===== src/hw/rtl/bba_pkg.sv =====
// bba_pkg: shared types, codes and a helper function for the buddy block allocator
// no dependencies; used by bba_decode, buddy_block_allocator_core and the testbench
package bba_pkg;

  // fixed widths of internal level and offset values
  localparam int OFF_W  = 16;
  localparam int RL_W   = 4;
  localparam int CODE_W = 4;

  // opcodes
  localparam logic OP_ALLOC = 1'b0;
  localparam logic OP_FREE  = 1'b1;

  // result status codes
  localparam logic [1:0] ST_DONE     = 2'd0;
  localparam logic [1:0] ST_NO_BLOCK = 2'd1;
  localparam logic [1:0] ST_IGNORED  = 2'd2;

  // configuration register indexes
  localparam logic CFG_BASE = 1'b0;
  localparam logic CFG_SIZE = 1'b1;

  // input word
  typedef struct packed {
    logic        opcode;
    logic [15:0] request_size;
    logic [31:0] free_address;
  } in_word_t;

  // output word
  typedef struct packed {
    logic [1:0]  status;
    logic [31:0] block_address;
    logic [15:0] used_bytes;
    logic [15:0] free_bytes;
  } out_word_t;

  // pool geometry derived from the managed byte count
  typedef struct packed {
    logic            ok;
    logic [RL_W-1:0] plog;
    logic [RL_W-1:0] pspan;
  } pool_t;

  // decoded request
  typedef struct packed {
    logic             alloc_fail;
    logic [RL_W-1:0]  alloc_rl;
    logic             free_bad;
    logic [OFF_W-1:0] free_off;
  } dec_t;

  // position of the highest set bit, zero for zero
  function automatic logic [4:0] msb32(input logic [31:0] v);
    logic [4:0] r;
    r = '0;
    for (int k = 0; k < 32; k++) begin
      if (v[k]) r = 5'(k);
    end
    return r;
  endfunction

endpackage


===== src/hw/rtl/bba_decode.sv =====
// bba_decode: pool geometry and request decode (level rounding, free address checks)
// depends on bba_pkg
module bba_decode #(
  parameter int LEVELS       = 16,
  parameter int HEADER_BYTES = 16
) (
  input  bba_pkg::in_word_t word,
  input  logic [31:0]       base_address,
  input  logic [15:0]       managed_bytes,
  output bba_pkg::pool_t    pool,
  output bba_pkg::dec_t     dec
);

  localparam int RW      = bba_pkg::RL_W;
  localparam int MIN_LOG = $clog2(HEADER_BYTES);
  localparam int TOP_LOG = (LEVELS - 1 < 15) ? LEVELS - 1 : 15;

  logic [4:0]    size_msb;
  logic [RW-1:0] plog;
  logic [16:0]   need;
  logic [16:0]   need_m1;
  logic [4:0]    lvl;
  logic [31:0]   rel;
  logic [15:0]   off;

  // pool size: largest power of two not above the managed byte count, capped
  always_comb begin
    size_msb   = bba_pkg::msb32({16'b0, managed_bytes});
    plog       = (size_msb > 5'(TOP_LOG)) ? RW'(TOP_LOG) : size_msb[RW-1:0];
    pool.ok    = (managed_bytes != 16'd0) && (plog >= RW'(MIN_LOG));
    pool.plog  = plog;
    pool.pspan = plog - RW'(MIN_LOG);
  end

  // allocation: round size plus header up to a level
  always_comb begin
    need    = {1'b0, word.request_size} + 17'(HEADER_BYTES);
    need_m1 = need - 17'd1;
    lvl     = bba_pkg::msb32({15'b0, need_m1}) + 5'd1;
    if (lvl < 5'(MIN_LOG)) lvl = 5'(MIN_LOG);
    dec.alloc_fail = !pool.ok || (lvl > {1'b0, plog});
    dec.alloc_rl   = RW'(lvl - 5'(MIN_LOG));
  end

  // free: range, alignment and pool checks
  always_comb begin
    rel = word.free_address - base_address;
    off = rel[15:0] - 16'(HEADER_BYTES);
    dec.free_bad = (word.free_address == 32'd0) || (rel >= {16'b0, managed_bytes}) ||
                   (rel < 32'(HEADER_BYTES)) || !pool.ok ||
                   ((off >> plog) != 16'd0) || (off[MIN_LOG-1:0] != '0);
    dec.free_off = off;
  end

endmodule


===== config.mk =====
export PLATFORM = sky130hd
export DESIGN_NAME = bba_decode
export DESIGN_NICKNAME = d
export VERILOG_FILES = /design/src/hw/rtl/bba_pkg.sv /design/src/hw/rtl/bba_decode.sv
export SDC_FILE = /design/constraint.sdc
export NUM_CORES = 1
export LEC_CHECK = 0
export ABC_AREA = 0
export BUFFER_PORTS_ARGS = -buffer_cell sky130_fd_sc_hd__buf_2
export CORE_ASPECT_RATIO = 0.7
export CORE_UTILIZATION = 25
export DETAILED_ROUTE_END_ITERATION = 7
export GPL_ROUTABILITY_DRIVEN = 0
export PLACE_DENSITY = 0.53
export SLEW_MARGIN = 20
export SYNTH_ARGS = -nofsm -noshare
export SYNTH_HDL_FRONTEND = slang
export SYNTH_SLANG_ARGS = --single-unit

===== constraint.sdc =====
create_clock -name vclk -period 4.8
set_clock_uncertainty 0.05 [all_clocks]
set_input_delay 0.24 -clock vclk [all_inputs]
set_output_delay 0.24 -clock vclk [all_outputs]
set_load 0.02 [all_outputs]

==> results.md <==
| Result | This run |
| --- | --- |
| Final setup vio count | 0 |
| Maximum VDD drop | 0.0551 mV |
| Slew margin rel. | 46.2% |
| Die Span Y | 112 um |
| Kind of start point of the critical path | input pin |
| Leak Pwr | 2.51 nW |
| First-pass detailed-route iteration total | 5 |
| I/O pins | 128 |
| Type of element capturing the critical path | output pin |
| Number of warnings issued by yosys | 0 |
| Finished Layout Cells | 990 |
| Fraction of layout instances using a drive strength above 1 | 25.0% |
| Total power after layout | 0.000801 W |
| Wire per inst | 15.2 um |
| Data required time at the worst endpoint | 4.51 ns |
| Area of the core | 16500 um2 |
| Max cap viols | 0 |
| Placed instance count | 990 |
| Routed WL | 15000 um |
| Count of pins over their slew limit | 0 |
| Largest driver fanout on the critical path | 8 |
| Overflow left after global routing | 0 |
| Global Route Usage Sum | 16.4% |
| Vias in the first global route | 4500 |
| Run status | finished clean |
| Global Route met2 Usage | 22.4% |
| Post-detailed-route count of antenna-violating nets | 0 |
| Net count reported at finish | 921 |
| Sum of negative setup slack | 0 ns |
| Met3 Usage GRT | 1.36% |
| Number of antenna violations at the first check in global routing | 1 |
| Number of nets in the synthesized netlist | 799 |
| Layout sequential cell count | 0 |
| Maximum clock rate | 223 MHz |
| DR vias/cell | 5.24 |
| Share of the cycle needed by the critical path after routing | 93.5% |
| Actual transition at the worst max-transition pin | 0.802 ns |
| Pwr Density | 151 nW/um2 |
| Synthesis-to-layout area growth | 24.1% |
| Crit path DAT | 4.20 ns |
| Layer with the highest usage | met1 |
| Count of hold-fix buffers inserted at cts | 0 |
| Top cells by instance count after synthesis | sky130_fd_sc_hd__inv_1, sky130_fd_sc_hd__ha_1, sky130_fd_sc_hd__nor2_1 |
| Std cell rows | 39 |
| Die area | 17700 um2 |
| Average cell area after synthesis | 6.65 um2 |
| Worst hold slack | 0.954 ns |
| Number of clock buffer instances in the layout | 0 |
| Proportion of synthesized chip area in sequential cells | 0% |
| Cell count after synthesis | 645 |
| Remaining design rule violation count | 0 |
| Critical path start-end classification | input pin to output pin |
| Portion of synthesized cell area occupied by the leading cell type | 16.3% |
| Effective utilization at floorplan | 25.9% |
| Fraction of met1 tracks used by global routing | 28.0% |
| Maximum number of pins on one net before global-route repair | 13 |
| Leading area contributor after synthesis | sky130_fd_sc_hd__ha_1 |
| Storage element area | 0 um2 |
| Final hold vios | 0 |
| Unique masters post-synth | 86 |
| RSZ-0062 raised after global routing | false |
| Worst min-delay path category | input pin to output pin |
| Most instantiated library cell after synthesis | sky130_fd_sc_hd__inv_1 |
| Detailed Route Iter0 Violations | 364 |
| Post-Synthesis Cell Area | 4290 um2 |
| DPL Wire Length | 13000 um |
| Global-route wire length before repair | 23700 um |
| Die extent in x | 159 um |
| Ranking of synthesized cells by area | sky130_fd_sc_hd__ha_1, sky130_fd_sc_hd__inv_1, sky130_fd_sc_hd__a21oi_1, sky130_fd_sc_hd__o21ai_0, sky130_fd_sc_hd__nor2_1 |
| Number of buffers inserted by port buffering | 127 |
| Min Tclk post-route | 4.49 ns |
| # diodes | 0 |
| Number of vias in the routed layout | 5191 |
[layer usage]
layer | routed length, um | vias up | share of wire, %
li1 | - | 2665 | -
met1 | 8270 | 2345 | 55
met2 | 5630 | 177 | 38
met3 | 1050 | 4 | 7.0
met4 | 55 | 0 | 0.37
met5 | 0 | - | 0
[power by group]
part / switching [W] / internal [W]
clock network: 0 / 0
registers: 0 / 0
logic: 0.000479 / 0.000322
total: 0.000479 / 0.000322
[layout by cell type, fill, tap and decap left out, types with 15 or more instances in the layout]
cell | synthesis | routed
sky130_fd_sc_hd__inv_1 | 87 | 87
sky130_fd_sc_hd__o21ai_0 | 39 | 39
sky130_fd_sc_hd__ha_1 | 56 | 51
sky130_fd_sc_hd__nand2_1 | 31 | 31
sky130_fd_sc_hd__a21o_1 | 17 | 17
sky130_fd_sc_hd__buf_2 | 5 | 127
sky130_fd_sc_hd__nor3_1 | 20 | 18
sky130_fd_sc_hd__buf_4 | 2 | 19
sky130_fd_sc_hd__a21oi_1 | 47 | 44
sky130_fd_sc_hd__xnor2_1 | 16 | 15
sky130_fd_sc_hd__nor2_1 | 49 | 49
sky130_fd_sc_hd__nand3_1 | 19 | 19
sky130_fd_sc_hd__nor4_1 | 19 | 18
[worst max-delay path, stage by stage]
cell and delay, ns:
sky130_fd_sc_hd__buf_2 0.08, sky130_fd_sc_hd__inv_1 0.03, sky130_fd_sc_hd__ha_2 0.41, sky130_fd_sc_hd__o211ai_1 0.13, sky130_fd_sc_hd__a21o_1 0.21, sky130_fd_sc_hd__a32oi_1 0.37, sky130_fd_sc_hd__and2_1 0.34, sky130_fd_sc_hd__inv_1 0.13
sky130_fd_sc_hd__ha_1 0.31, sky130_fd_sc_hd__a21o_1 0.18, sky130_fd_sc_hd__a2111oi_0 0.36, sky130_fd_sc_hd__o21ai_0 0.21, sky130_fd_sc_hd__a21oi_1 0.16, sky130_fd_sc_hd__nor4bb_2 0.29, sky130_fd_sc_hd__nand4_1 0.14, sky130_fd_sc_hd__a2111oi_2 0.24
sky130_fd_sc_hd__o2111ai_1 0.18, sky130_fd_sc_hd__buf_2 0.19
[per-stage QoR]
stage	area [um2]	utilization [%]	setup slack, ns
detailed placement	5230	31.6	0.158
global route	5320	32.1	0.00214
global placement	5230	31.6	0.155
floorplan	4290	-	0.696
CTS	5230	31.6	0.162
finish	5320	32.1	0.311
[cells by family after synthesis]
family,share of synthesized area [%]
simple gates,27.9
fa+ha+maj,17.0
buf+inv,10.4
mux,1.93
xor+xnor,5.20
compound gates,37.5
[final timing paths]
path	depth (start not counted)	to	startpoint	slack [ns]
worst max-delay path	18	dec[16]	base_address[4]	0.31
worst min-delay path	4	pool[6]	managed_bytes[12]	0.95
[repair_timing]
item	4_1_cts	5_1_grt
gates resized for setup	0	19
buffers inserted	0	0
endpoints found under the setup margin	0	2
[cell type report]
type,instances,area [um2]
Fill cell,1836,11200
Multi-Input combinational cell,532,3930
Timing Repair Buffer,146,778
Inverter,87,327
Tap cell,225,282
Power figures use the tool's default switching activity.
